$ cat src/lzwd_pkg.sv
// Shared types and constants of the LZ77 window decompressor.
package lzwd_pkg;

    // Token field widths fixed by the stream format.
    localparam int DIST_W    = 12;
    localparam int LEN_W     = 5;
    localparam int MIN_MATCH = 3;

    // One token handed from the parser to the copy engine.
    typedef struct packed {
        logic              is_match;  // 1: back-reference, 0: literal
        logic              restart;   // write position restarts at zero first
        logic              done;      // stream ends after this token
        logic [7:0]        lit;       // literal byte
        logic [LEN_W-1:0]  len;       // match length, 3 to 18
        logic [DIST_W-1:0] dist_m1;   // match distance minus one
    } cmd_t;

endpackage

$ cat src/lzwd_parser.sv
// Header and flag parser: turns compressed bytes into literal and match tokens.
module lzwd_parser
    import lzwd_pkg::*;
(
    input  logic       aclk,
    input  logic       aresetn,
    input  logic       in_valid,
    output logic       in_ready,
    input  logic [7:0] in_byte,
    input  logic       in_start,
    output logic       cmd_valid,
    output cmd_t       cmd,
    input  logic       cmd_take
);

    typedef enum logic [3:0] {
        PH_HDR0, PH_HDR1, PH_HDR2, PH_HDR3,
        PH_EXT0, PH_EXT1, PH_EXT2, PH_EXT3,
        PH_FLAG, PH_TOKEN, PH_MATCH2, PH_DONE
    } phase_t;

    phase_t             phase_reg, phase_next, eff_phase;
    logic signed [32:0] rem_reg, rem_next, rem_tok;
    logic [31:0]        acc_reg, acc_next;
    logic [7:0]         flag_bits_reg, flag_bits_next;
    logic [2:0]         flag_cnt_reg, flag_cnt_next;
    logic [3:0]         len_nib_reg, len_nib_next;
    logic [3:0]         dist_nib_reg, dist_nib_next;
    logic               restart_reg, restart_next;
    logic               cmd_valid_reg, cmd_valid_next;
    cmd_t               cmd_reg, cmd_next;
    logic [LEN_W-1:0]   match_len;
    logic               tok_done, take_byte;
    logic [23:0]        size24;
    logic [31:0]        size32;

    assign in_ready  = !cmd_valid_reg;
    assign cmd_valid = cmd_valid_reg;
    assign cmd       = cmd_reg;
    assign take_byte = in_valid && in_ready;

    // A stream start restarts the parser before the byte is taken.
    assign eff_phase = in_start ? PH_HDR0 : phase_reg;

    // Remaining size after the token that this byte completes.
    always_comb begin
        match_len = LEN_W'(len_nib_reg) + LEN_W'(MIN_MATCH);
        rem_tok   = (eff_phase == PH_MATCH2) ? rem_reg - 33'(match_len) : rem_reg - 33'sd1;
        tok_done  = rem_tok[32] || (rem_tok == '0);
        size24    = {in_byte, acc_reg[15:0]};
        size32    = {in_byte, acc_reg[23:0]};
    end

    // Next-state logic of the parser.
    always_comb begin
        phase_next     = phase_reg;
        rem_next       = rem_reg;
        acc_next       = acc_reg;
        flag_bits_next = flag_bits_reg;
        flag_cnt_next  = flag_cnt_reg;
        len_nib_next   = len_nib_reg;
        dist_nib_next  = dist_nib_reg;
        restart_next   = restart_reg;
        cmd_valid_next = cmd_valid_reg && !cmd_take;
        cmd_next       = cmd_reg;

        if (take_byte) begin
            restart_next = restart_reg || in_start;
            unique case (eff_phase)
                PH_HDR0: begin
                    acc_next   = '0;
                    phase_next = PH_HDR1;
                end
                PH_HDR1: begin
                    acc_next[7:0] = in_byte;
                    phase_next    = PH_HDR2;
                end
                PH_HDR2: begin
                    acc_next[15:8] = in_byte;
                    phase_next     = PH_HDR3;
                end
                PH_HDR3: begin
                    rem_next      = 33'(size24);
                    acc_next      = '0;
                    flag_cnt_next = '0;
                    phase_next    = (size24 == '0) ? PH_EXT0 : PH_FLAG;
                end
                PH_EXT0: begin
                    acc_next[7:0] = in_byte;
                    phase_next    = PH_EXT1;
                end
                PH_EXT1: begin
                    acc_next[15:8] = in_byte;
                    phase_next     = PH_EXT2;
                end
                PH_EXT2: begin
                    acc_next[23:16] = in_byte;
                    phase_next      = PH_EXT3;
                end
                PH_EXT3: begin
                    rem_next      = 33'(size32);
                    flag_cnt_next = '0;
                    phase_next    = (size32 == '0) ? PH_DONE : PH_FLAG;
                end
                PH_FLAG: begin
                    flag_bits_next = in_byte;
                    flag_cnt_next  = '0;
                    phase_next     = PH_TOKEN;
                end
                PH_TOKEN, PH_MATCH2: begin
                    if (eff_phase == PH_TOKEN && flag_bits_reg[7]) begin
                        // First byte of a match only latches its nibbles.
                        len_nib_next  = in_byte[7:4];
                        dist_nib_next = in_byte[3:0];
                        phase_next    = PH_MATCH2;
                    end else begin
                        cmd_valid_next   = 1'b1;
                        cmd_next.is_match = (eff_phase == PH_MATCH2);
                        cmd_next.restart = restart_next;
                        cmd_next.done    = tok_done;
                        cmd_next.lit     = in_byte;
                        cmd_next.len     = match_len;
                        cmd_next.dist_m1 = {dist_nib_reg, in_byte};
                        restart_next     = 1'b0;
                        rem_next         = rem_tok;
                        // Stop when the size is used up, else advance to the next flag bit or the next flag byte.
                        if (tok_done) begin
                            phase_next = PH_DONE;
                        end else begin
                            flag_bits_next = {flag_bits_reg[6:0], 1'b0};
                            flag_cnt_next  = flag_cnt_reg + 3'd1;
                            phase_next     = (flag_cnt_reg == 3'd7) ? PH_FLAG : PH_TOKEN;
                        end
                    end
                end
                default: begin
                    phase_next = PH_DONE;
                end
            endcase
        end
    end

    // State and token register.
    always_ff @(posedge aclk) begin
        if (!aresetn) begin
            phase_reg     <= PH_HDR0;
            rem_reg       <= '0;
            acc_reg       <= '0;
            flag_bits_reg <= '0;
            flag_cnt_reg  <= '0;
            len_nib_reg   <= '0;
            dist_nib_reg  <= '0;
            restart_reg   <= 1'b0;
            cmd_valid_reg <= 1'b0;
        end else begin
            phase_reg     <= phase_next;
            rem_reg       <= rem_next;
            acc_reg       <= acc_next;
            flag_bits_reg <= flag_bits_next;
            flag_cnt_reg  <= flag_cnt_next;
            len_nib_reg   <= len_nib_next;
            dist_nib_reg  <= dist_nib_next;
            restart_reg   <= restart_next;
            cmd_valid_reg <= cmd_valid_next;
        end
        cmd_reg <= cmd_next;
    end

endmodule

$ cat config.mk
export PLATFORM = sky130hd
export DESIGN_NAME = lzwd_parser
export DESIGN_NICKNAME = d
export VERILOG_FILES = /design/src/lzwd_pkg.sv /design/src/lzwd_parser.sv
export SDC_FILE = /design/constraint.sdc
export NUM_CORES = 1
export LEC_CHECK = 0
export ABC_AREA = 1
export BUFFER_PORTS_ARGS = -buffer_cell sky130_fd_sc_hd__buf_2
export CORE_MARGIN = 3
export CORE_UTILIZATION = 40
export CTS_CLUSTER_SIZE = 20
export DETAILED_ROUTE_END_ITERATION = 8
export HOLD_SLACK_MARGIN = 0.05
export PLACE_DENSITY = 0.62
export SYNTH_ARGS = -nofsm -noshare
export SYNTH_HDL_FRONTEND = slang
export SYNTH_SLANG_ARGS = --single-unit
$ cat constraint.sdc
create_clock -name aclk -period 9.1 [get_ports aclk]
set_input_delay 0.455 -clock aclk [delete_from_list [all_inputs] [get_ports aclk]]
set_output_delay 0.455 -clock aclk [all_outputs]
set_load 0.01 [all_outputs]
==> flow_summary.toml, run 1 <==
[critical_path]
critPathCaptureType = "register"
r2r-start = "phase_reg[3]$_SDFFE_PN0P_"
critPathKind = "register to register"
reg2reg_depth = 27
crit_top_cell = "nand2_1"
cp_max_fo = 14
cpPeakStageDelay_ps = 330
worst-endpoint-required_ps = 9360
reg2reg_to = "flag_bits_reg[2]$_SDFFE_PN0P_"
crit_family = "simple AND/OR/NAND/NOR gates"
slowest_stage = "dfxtp_1"
ff2ff_setup_slack_ps = 5590
arrival_ps = 3770
critPathLaunchType = "register"
path_buf_inv = 6

[timing]
rsz0062_at_grt = "no"
timing.fmax_mhz = 285
tightestPinTransition_ps = 736
finalCriticalPeriod_ps = 3510
slew_headroom = 0.508
min_period_over_period = 0.386
hold_ws_ps = 392
fin_tns_setup_ps = 0
hold_violations = 0
finClkSkew_ps = 9.73
slew_violations = 0
finalSetupViolations = 0

[drt]
routed_via_density = 5.20
drt-initial-drc-count = 582
drt-met1-wl_mm = 8.17
drt_wl_total_mm = 17.6
vias = 5729
met2_length_mm = 7.90
antenna_left = 0
met3_length_mm = 1.23
first_pass_iters = 5
wl_per_cell_um = 16.0
post-route-drc-count = 0
top_layer = "met4"

[global_route]
grt_pass1_vias = 5233
overflow = 0
grtUsageTotal = 0.220
grt_pass1_wl_mm = 28.4
grt_max_degree = 52
antenna_found_initial = 0

[clock_network]
cts-root-buf = "clkbuf_16"
cts.sinks = 102
cts_setup_buffers = 0
clk_pin_slew_ps = 80
htreeDepth = 3
post_cts_resized = 0
postCtsHoldBufs = 0
clock_path_buffers = 2
numCtsBuffers = 9
cts_tree = "done"
clk_latency_ps = 350

[finish]
seq_area_um2 = 2240
largest_reg_flops = 33
multi_input_area_um2 = 2970
fin_cells = 1101
layout-drive-gt1-share = 0.110
n_fill_cell = 1517
area_delta_synth_final_pct = 9.78
nets = 938
num_antenna_cells = 0

[placed_design]
dp_cells = 1085
numPortBuffers = 42
hpwl_mm = 12.6
gp_congestion = 0.938

[die]
num_rows = 43
fp.coreArea_um2 = 14200
dieArea_um2 = 16400
initial_utilization = 0.420
die_x_um = 128
die_h_um = 128
io_pins = 43

[power]
power.density_nw_per_um2 = 158
leakagePower_uw = 0.00298
max-vdd-ir-drop_uv = 91.2

[min_path]
hold_path_depth = 4
hp-class = "input port to register"
worstHoldEndpoint = "cmd_valid$_SDFF_PN0_"
hp-start = "cmd_take"

[synthesis]
netlist_instances = 895
yosys-top-cells-count = "nand2_1, inv_1, nor2_1"
ys_ff_latch = 102
synth_seq_area_share = 0.376
synth-main-ff-cell = "dfxtp_1"
synth_area_leaders = "dfxtp_1, nand2_1, edfxtp_1"
syn_nets = 917
syn_area_um2 = 5960
synth.most_common_cell = "nand2_1"
yosysWarnings = 0
synth_area_leader_cell = "dfxtp_1"
syn_area_per_cell_um2 = 6.66
synth-async-reset-ratio = 0
netlist-cell-type-count = 43
netlist.area_leader.share = 0.275
synth_edf_count = 20

[job]
maxCapViolCount = 0

[outcome]
status = "complete, no violations"
layout by cell type (no fill, tap or decap), types with 2 or more instances in the layout:
cell,count
o21ai_1,4
nor4_1,5
nor2_1,112
ha_1,8
nand2_1,228
nor2_2,12
buf_2,42
nand4_1,22
nor3_1,4
nand3_1,49
clkinv_2,2
a21oi_1,55
a221oi_1,18
nor2_4,3
clkbuf_16,9
nand2_2,7
xnor2_1,2
o21ai_0,35
edfxtp_1,20
or2_2,2
clkinv_1,3
buf_4,4
inv_2,8
dfxtp_1,82
inv_6,2
a22oi_1,7
a211oi_1,4
xor2_1,4
inv_1,137
nand3_2,2
o22ai_1,11
a31oi_1,4
worst register-to-register path, stage by stage, from the launching register on:
cell and delay (ps):
dfxtp_1 330, inv_1 80, nor2_2 140, inv_1 70
nor2_2 110, inv_2 60, nor2_4 200, nand2_1 90
ha_1 180, inv_1 140, fa_1 260, nand3_1 110
nand3_1 110, nand2_1 160, nand2_2 170, clkinv_2 80
nand3_1 70, nand2_1 70, nor2_1 120, nand2_1 70
nor2_2 110, nand3_2 110, nand2_2 100, nand2_4 110
nand3_2 200, nand2_1 80, inv_1 60, nor2_1 40
layer usage:
metal | track usage | vias to the layer above
met3 | 0.0417 | 22
met5 | 0 | -
met1 | 0.314 | 2598
met2 | 0.341 | 173
li1 | - | 2936
met4 | 0.0581 | 0
through the flow:
step | power (uW) | instance area (um^2) | util | setup slack, ps
final | 1030 | 6550 | 0.461 | 5590
after global routing | 1070 | 6550 | 0.461 | 5120
after CTS | 1040 | 6550 | 0.461 | 5620
after detailed placement | 636 | 6240 | 0.439 | 5390
after global placement | 636 | 6240 | 0.439 | 5440
after floorplan | 596 | 5960 | - | 6170
area by class of cell:
class                      instances  share of cell area
timing repair buffer              46              0.0367
clock inverter                     6              0.0105
inverter                         149              0.0856
multi-input combinational        608               0.454
tap                              180              0.0344
sequential                       102               0.343
clock buffer                      10              0.0365
worst max path at each step:
stage	cells after the start	slack, ps	start	endpoint
after CTS	27	5620	phase_reg[3]$_SDFFE_PN0P_	flag_bits_reg[2]$_SDFFE_PN0P_
after global placement	27	5440	in_start	flag_bits_reg[2]$_SDFFE_PN0P_
final	27	5590	phase_reg[3]$_SDFFE_PN0P_	flag_bits_reg[2]$_SDFFE_PN0P_
after detailed placement	27	5390	in_start	flag_bits_reg[2]$_SDFFE_PN0P_
after global routing	27	5120	phase_reg[3]$_SDFFE_PN0P_	flag_bits_reg[0]$_SDFFE_PN0P_
after floorplan	25	6170	in_start	flag_bits_reg[0]$_SDFFE_PN0P_
report_power, final:
| part | switching [uW] | internal, uW | leakage (uW) | total [uW] |
|---|---|---|---|---|
| clock network | 182 | 223 | 0.000149 | 405 |
| logic | 109 | 47.6 | 0.00199 | 157 |
| registers | 5.13 | 467 | 0.000840 | 472 |
cell families (layout without fill, tap and decap cells):
| logic type | after synthesis | after routing | synth area share |
|---|---|---|---|
| compound gates | 144 | 144 | 0.145 |
| xor+xnor | 6 | 6 | 0.00881 |
| fa+ha+maj | 9 | 9 | 0.0201 |
| buf+inv | 185 | 211 | 0.126 |
| flops | 102 | 102 | 0.376 |
| simple gates | 449 | 449 | 0.324 |
(Power assumes the default switching activity.)
==> inputs of run 2 (changes only) <==
Settings changed: PLACE_DENSITY 0.62 to 0.64.
Clock period 9.1 ns to 3.1 ns, I/O delays scaled along.
==> flow_summary.toml, run 2 (synthesis gave the netlist of run 1 again) <==
[critical_path]
critPathKind = "register to register"
r2r-start = "phase_reg[3]$_SDFFE_PN0P_"
crit_top_cell = "inv_2"
critPathLaunchType = "register"
arrival_ps = 3510
cp_max_fo = 8
worst-endpoint-required_ps = 3360
path_buf_inv = 6
slowest_stage = "fa_2"
cpPeakStageDelay_ps = 440
crit_path_start = "phase_reg[3]$_SDFFE_PN0P_"
critPathCaptureType = "register"
crit_family = "simple AND/OR/NAND/NOR gates"

[drt]
antenna_left = 0
routed_via_density = 5.24
drt-initial-drc-count = 655
wl_per_cell_um = 15.7
post-route-drc-count = 0
drt_wl_total_mm = 18.5
first_pass_iters = 5
vias = 6170

[clock_network]
cts_tree = "done"
clk_latency_ps = 360
numCtsBuffers = 9
clk_pin_slew_ps = 70
cts-root-buf = "clkbuf_16"
postCtsHoldBufs = 0
clock_path_buffers = 2
htreeDepth = 3
cts.sinks = 102

[global_route]
grt_pass1_wl_mm = 29.4
grt_pass1_vias = 5546
grt_max_degree = 32
grtUsageTotal = 0.228
antenna_found_initial = 0
overflow = 0

[power]
max-vdd-ir-drop_uv = 280
finalPower_uw = 3180
leakagePower_uw = 0.00338
power.density_nw_per_um2 = 430

[placed_design]
dp_cells = 1144
hpwl_mm = 12.8
post-place-ws_ps = -242
gp_congestion = 0.935
numPortBuffers = 42

[finish]
nets = 1014
fin_util = 0.521
final_common_cell = "nand2_1"
num_antenna_cells = 0
largest_reg_flops = 33
layout-drive-gt1-share = 0.229
final_cell_mix = "nand2_1, inv_1, nor2_1, dfxtp_1, buf_4"
n_fill_cell = 1438
area_delta_synth_final_pct = 24.1
fin_cells = 1177

[die]
die_h_um = 128
initial_utilization = 0.420
die_x_um = 128
fp.coreArea_um2 = 14200
dieArea_um2 = 16400
num_rows = 43
io_pins = 43

[min_path]
hp-start = "cmd_take"
hp-class = "input port to register"

[timing]
finalSetupViolations = 14
finalCriticalPeriod_ps = 3250
final.setup.worst_slack_ps = -151
slew_headroom = 0.649
min_period_over_period = 1.05
slew_violations = 0
hold_ws_ps = 92.2
finClkSkew_ps = 10.3
rsz0062_at_grt = "yes"
tightestPinTransition_ps = 525
hold_violations = 0
timing.fmax_mhz = 308

[job]
maxCapViolCount = 0

[outcome]
violations = "negative setup slack"
status = "finished with violations"
==> run 2: path summary, 6_finish.rpt <==
| check | slack (ps) | depth (start not counted) | endpoint |
|---|---|---|---|
| worst max-delay path | -150 | 26 | flag_bits_reg[0]$_SDFFE_PN0P_ |
| worst min-delay path | 90 | 4 | cmd_valid$_SDFF_PN0_ |
| worst max register to register | -150 | 26 | flag_bits_reg[0]$_SDFFE_PN0P_ |
| worst min register to register | 430 | 0 | cmd[9]$_DFFE_PP_ |
==> run 2: area by class of cell <==
type,count,area (um^2),area share
multi-input cells,609,3230,0.437
flip-flops and latches,102,2240,0.303
repair buffers,121,836,0.113
inverters,149,561,0.0758
clock buffers,14,285,0.0386
well taps,180,225,0.0305
clock inverters,2,15.0,0.00203
==> run 2: tightest hold or removal path, stage by stage <==
cell and delay (ps):
buf_2 80, nor2_1 40, nor2_1 90, nor2_1 40
==> run 2: per-layer routing <==
layer,up-vias,track usage,part of all wire
li1,3093,-,-
met1,2862,0.321,0.47
met2,189,0.360,0.46
met3,26,0.0425,0.058
met4,0,0.0562,0.014
met5,-,0,0
==> run 2: report_power, final <==
| part | switching, uW | leakage (uW) | total, uW | internal [uW] |
|---|---|---|---|---|
| sequential | 15.5 | 0.000840 | 1390 | 1370 |
| clock | 517 | 0.000140 | 1160 | 639 |
| combinational | 376 | 0.00240 | 640 | 263 |
| total | 909 | 0.00338 | 3180 | 2270 |
==> run 2: repair_timing <==
action                     CTS  global route
cloned                       1             0
pin swaps                   12            29
setup buffers                5            11
setup endpoints to repair   13            15
resized for setup           26            46
==> run 2: per-stage QoR <==
stage / setup TNS, ps / cell area, um^2
floorplan: 0 / 5960
global placement: -2130 / 6690
detailed placement: -2650 / 6690
CTS: -806 / 7160
global route: -5310 / 7400
finish: -1730 / 7400
==> inputs of run 3 (changes only) <==
Settings changed: PLACE_DENSITY 0.64 to default.
==> flow_summary.toml, run 3 (synthesis gave the netlist of run 1 again) <==
[outcome]
status = "finished with violations"
violations = "negative setup slack"

[critical_path]
slowest_stage = "fa_2"
critPathLaunchType = "register"
cpPeakStageDelay_ps = 400
critPathCaptureType = "register"
arrival_ps = 3520
reg2reg_to = "phase_reg[0]$_SDFFE_PN0P_"
reg2reg_depth = 26
ff2ff_setup_slack_ps = -140
cp_max_fo = 7
critPathKind = "register to register"
worst-endpoint-required_ps = 3390
r2r-start = "phase_reg[3]$_SDFFE_PN0P_"

[timing]
finalSetupViolations = 14
hold_violations = 0
finalCriticalPeriod_ps = 3240
tightestPinTransition_ps = 620
timing.fmax_mhz = 309
slew_headroom = 0.586
rsz0062_at_grt = "yes"
finClkSkew_ps = 11.9
min_period_over_period = 1.04
hold_ws_ps = 71.3
final.setup.worst_slack_ps = -135
slew_violations = 0

[min_path]
worstHoldEndpoint = "cmd_valid$_SDFF_PN0_"
hp-start = "cmd_take"
hp-class = "input port to register"
hold_path_depth = 4

[clock_network]
clock_path_buffers = 2
htreeDepth = 3
cts.sinks = 102
cts-root-buf = "clkbuf_16"
cts_tree = "done"
postCtsHoldBufs = 0
clk_pin_slew_ps = 80
numCtsBuffers = 9
clk_latency_ps = 370

[job]
maxCapViolCount = 0

[global_route]
overflow = 0
grt_pass1_vias = 5648
antenna_found_initial = 0
grt_max_degree = 40
grt_pass1_wl_mm = 29.5
grtUsageTotal = 0.230

[drt]
first_pass_iters = 6
drt_wl_total_mm = 18.4
antenna_left = 0
vias = 6054
routed_via_density = 5.15
wl_per_cell_um = 15.7
post-route-drc-count = 0
drt-initial-drc-count = 507

[finish]
finalInstanceArea_um2 = 7470
num_antenna_cells = 0
area_delta_synth_final_pct = 25.2
nets = 1013
final_cell_mix = "nand2_1, inv_1, nor2_1, dfxtp_1, buf_4"
layout-drive-gt1-share = 0.236
largest_reg_flops = 33
final_common_cell = "nand2_1"

[power]
max-vdd-ir-drop_uv = 343
leakagePower_uw = 0.00340
finalPower_uw = 3250
power.density_nw_per_um2 = 435

[die]
initial_utilization = 0.420
io_pins = 43
num_rows = 43
die_h_um = 128
fp.coreArea_um2 = 14200
die_x_um = 128
dieArea_um2 = 16400

[placed_design]
numPortBuffers = 42
gp_congestion = 0.970
dpl-instance-area_um2 = 6700
hpwl_mm = 13.2
post-place-ws_ps = -389
run 3: per-stage QoR:
stage / std cells / utilization / setup TNS, ps
after global routing: 1176 / 0.526 / -4700
after global placement: 1145 / 0.472 / -3500
after CTS: 1173 / 0.517 / -1060
after floorplan: 895 / - / 0
final: 1176 / 0.526 / -1150
after detailed placement: 1145 / 0.472 / -4560
run 3: worst max-delay path by stage:
stage                                          from  slack [ps]                            end
after detailed placement  phase_reg[3]$_SDFFE_PN0P_        -390  flag_bits_reg[0]$_SDFFE_PN0P_
after CTS                 phase_reg[3]$_SDFFE_PN0P_        -110  flag_bits_reg[0]$_SDFFE_PN0P_
after global routing      phase_reg[3]$_SDFFE_PN0P_        -380  flag_bits_reg[0]$_SDFFE_PN0P_
after floorplan           phase_reg[3]$_SDFFE_PN0P_         260  flag_bits_reg[0]$_SDFFE_PN0P_
final                     phase_reg[3]$_SDFFE_PN0P_        -140      phase_reg[0]$_SDFFE_PN0P_
after global placement    phase_reg[1]$_SDFFE_PN0P_        -300  flag_bits_reg[6]$_SDFFE_PN0P_
run 3: repair_timing:
action                     in CTS  in global routing
setup endpoints to repair      14                 15
pin swaps                      24                 15
buffers inserted               11                  4
gates resized for setup        62                 25
gates cloned                    1                  0
run 3: worst max-delay path, delay by kind of cell, from the launching register on:
kind                     cells  cell delay, ps
AO/OA/AOI/OAI                1             150
adder cells (fa/ha/maj)      1             400
buffers and inverters        6             580
flip-flops                   1             340
AND/OR/NAND/NOR             18            1670
run 3: metal layers:
layer	vias to the layer above	wire length [um]	track usage
met2	170	8330	0.361
met5	-	0	0
li1	3086	-	-
met3	27	1070	0.0442
met1	2771	8490	0.315
met4	0	514	0.0830
run 3: cell type report:
type | count | area [um^2]
inverters | 149 | 561
clock inverters | 7 | 92.6
flip-flops and latches | 102 | 2240
fillers | 1428 | 6740
multi-input cells | 609 | 3290
well taps | 180 | 225
repair buffers | 120 | 827
clock buffers | 9 | 225
run 3: report_power, final:
part / internal (uW) / total (uW) / leakage, uW / switching [uW]
combinational: 290 / 680 / 0.00241 / 389
clock: 580 / 1180 / 0.000149 / 603
sequential: 1370 / 1380 / 0.000840 / 15.1
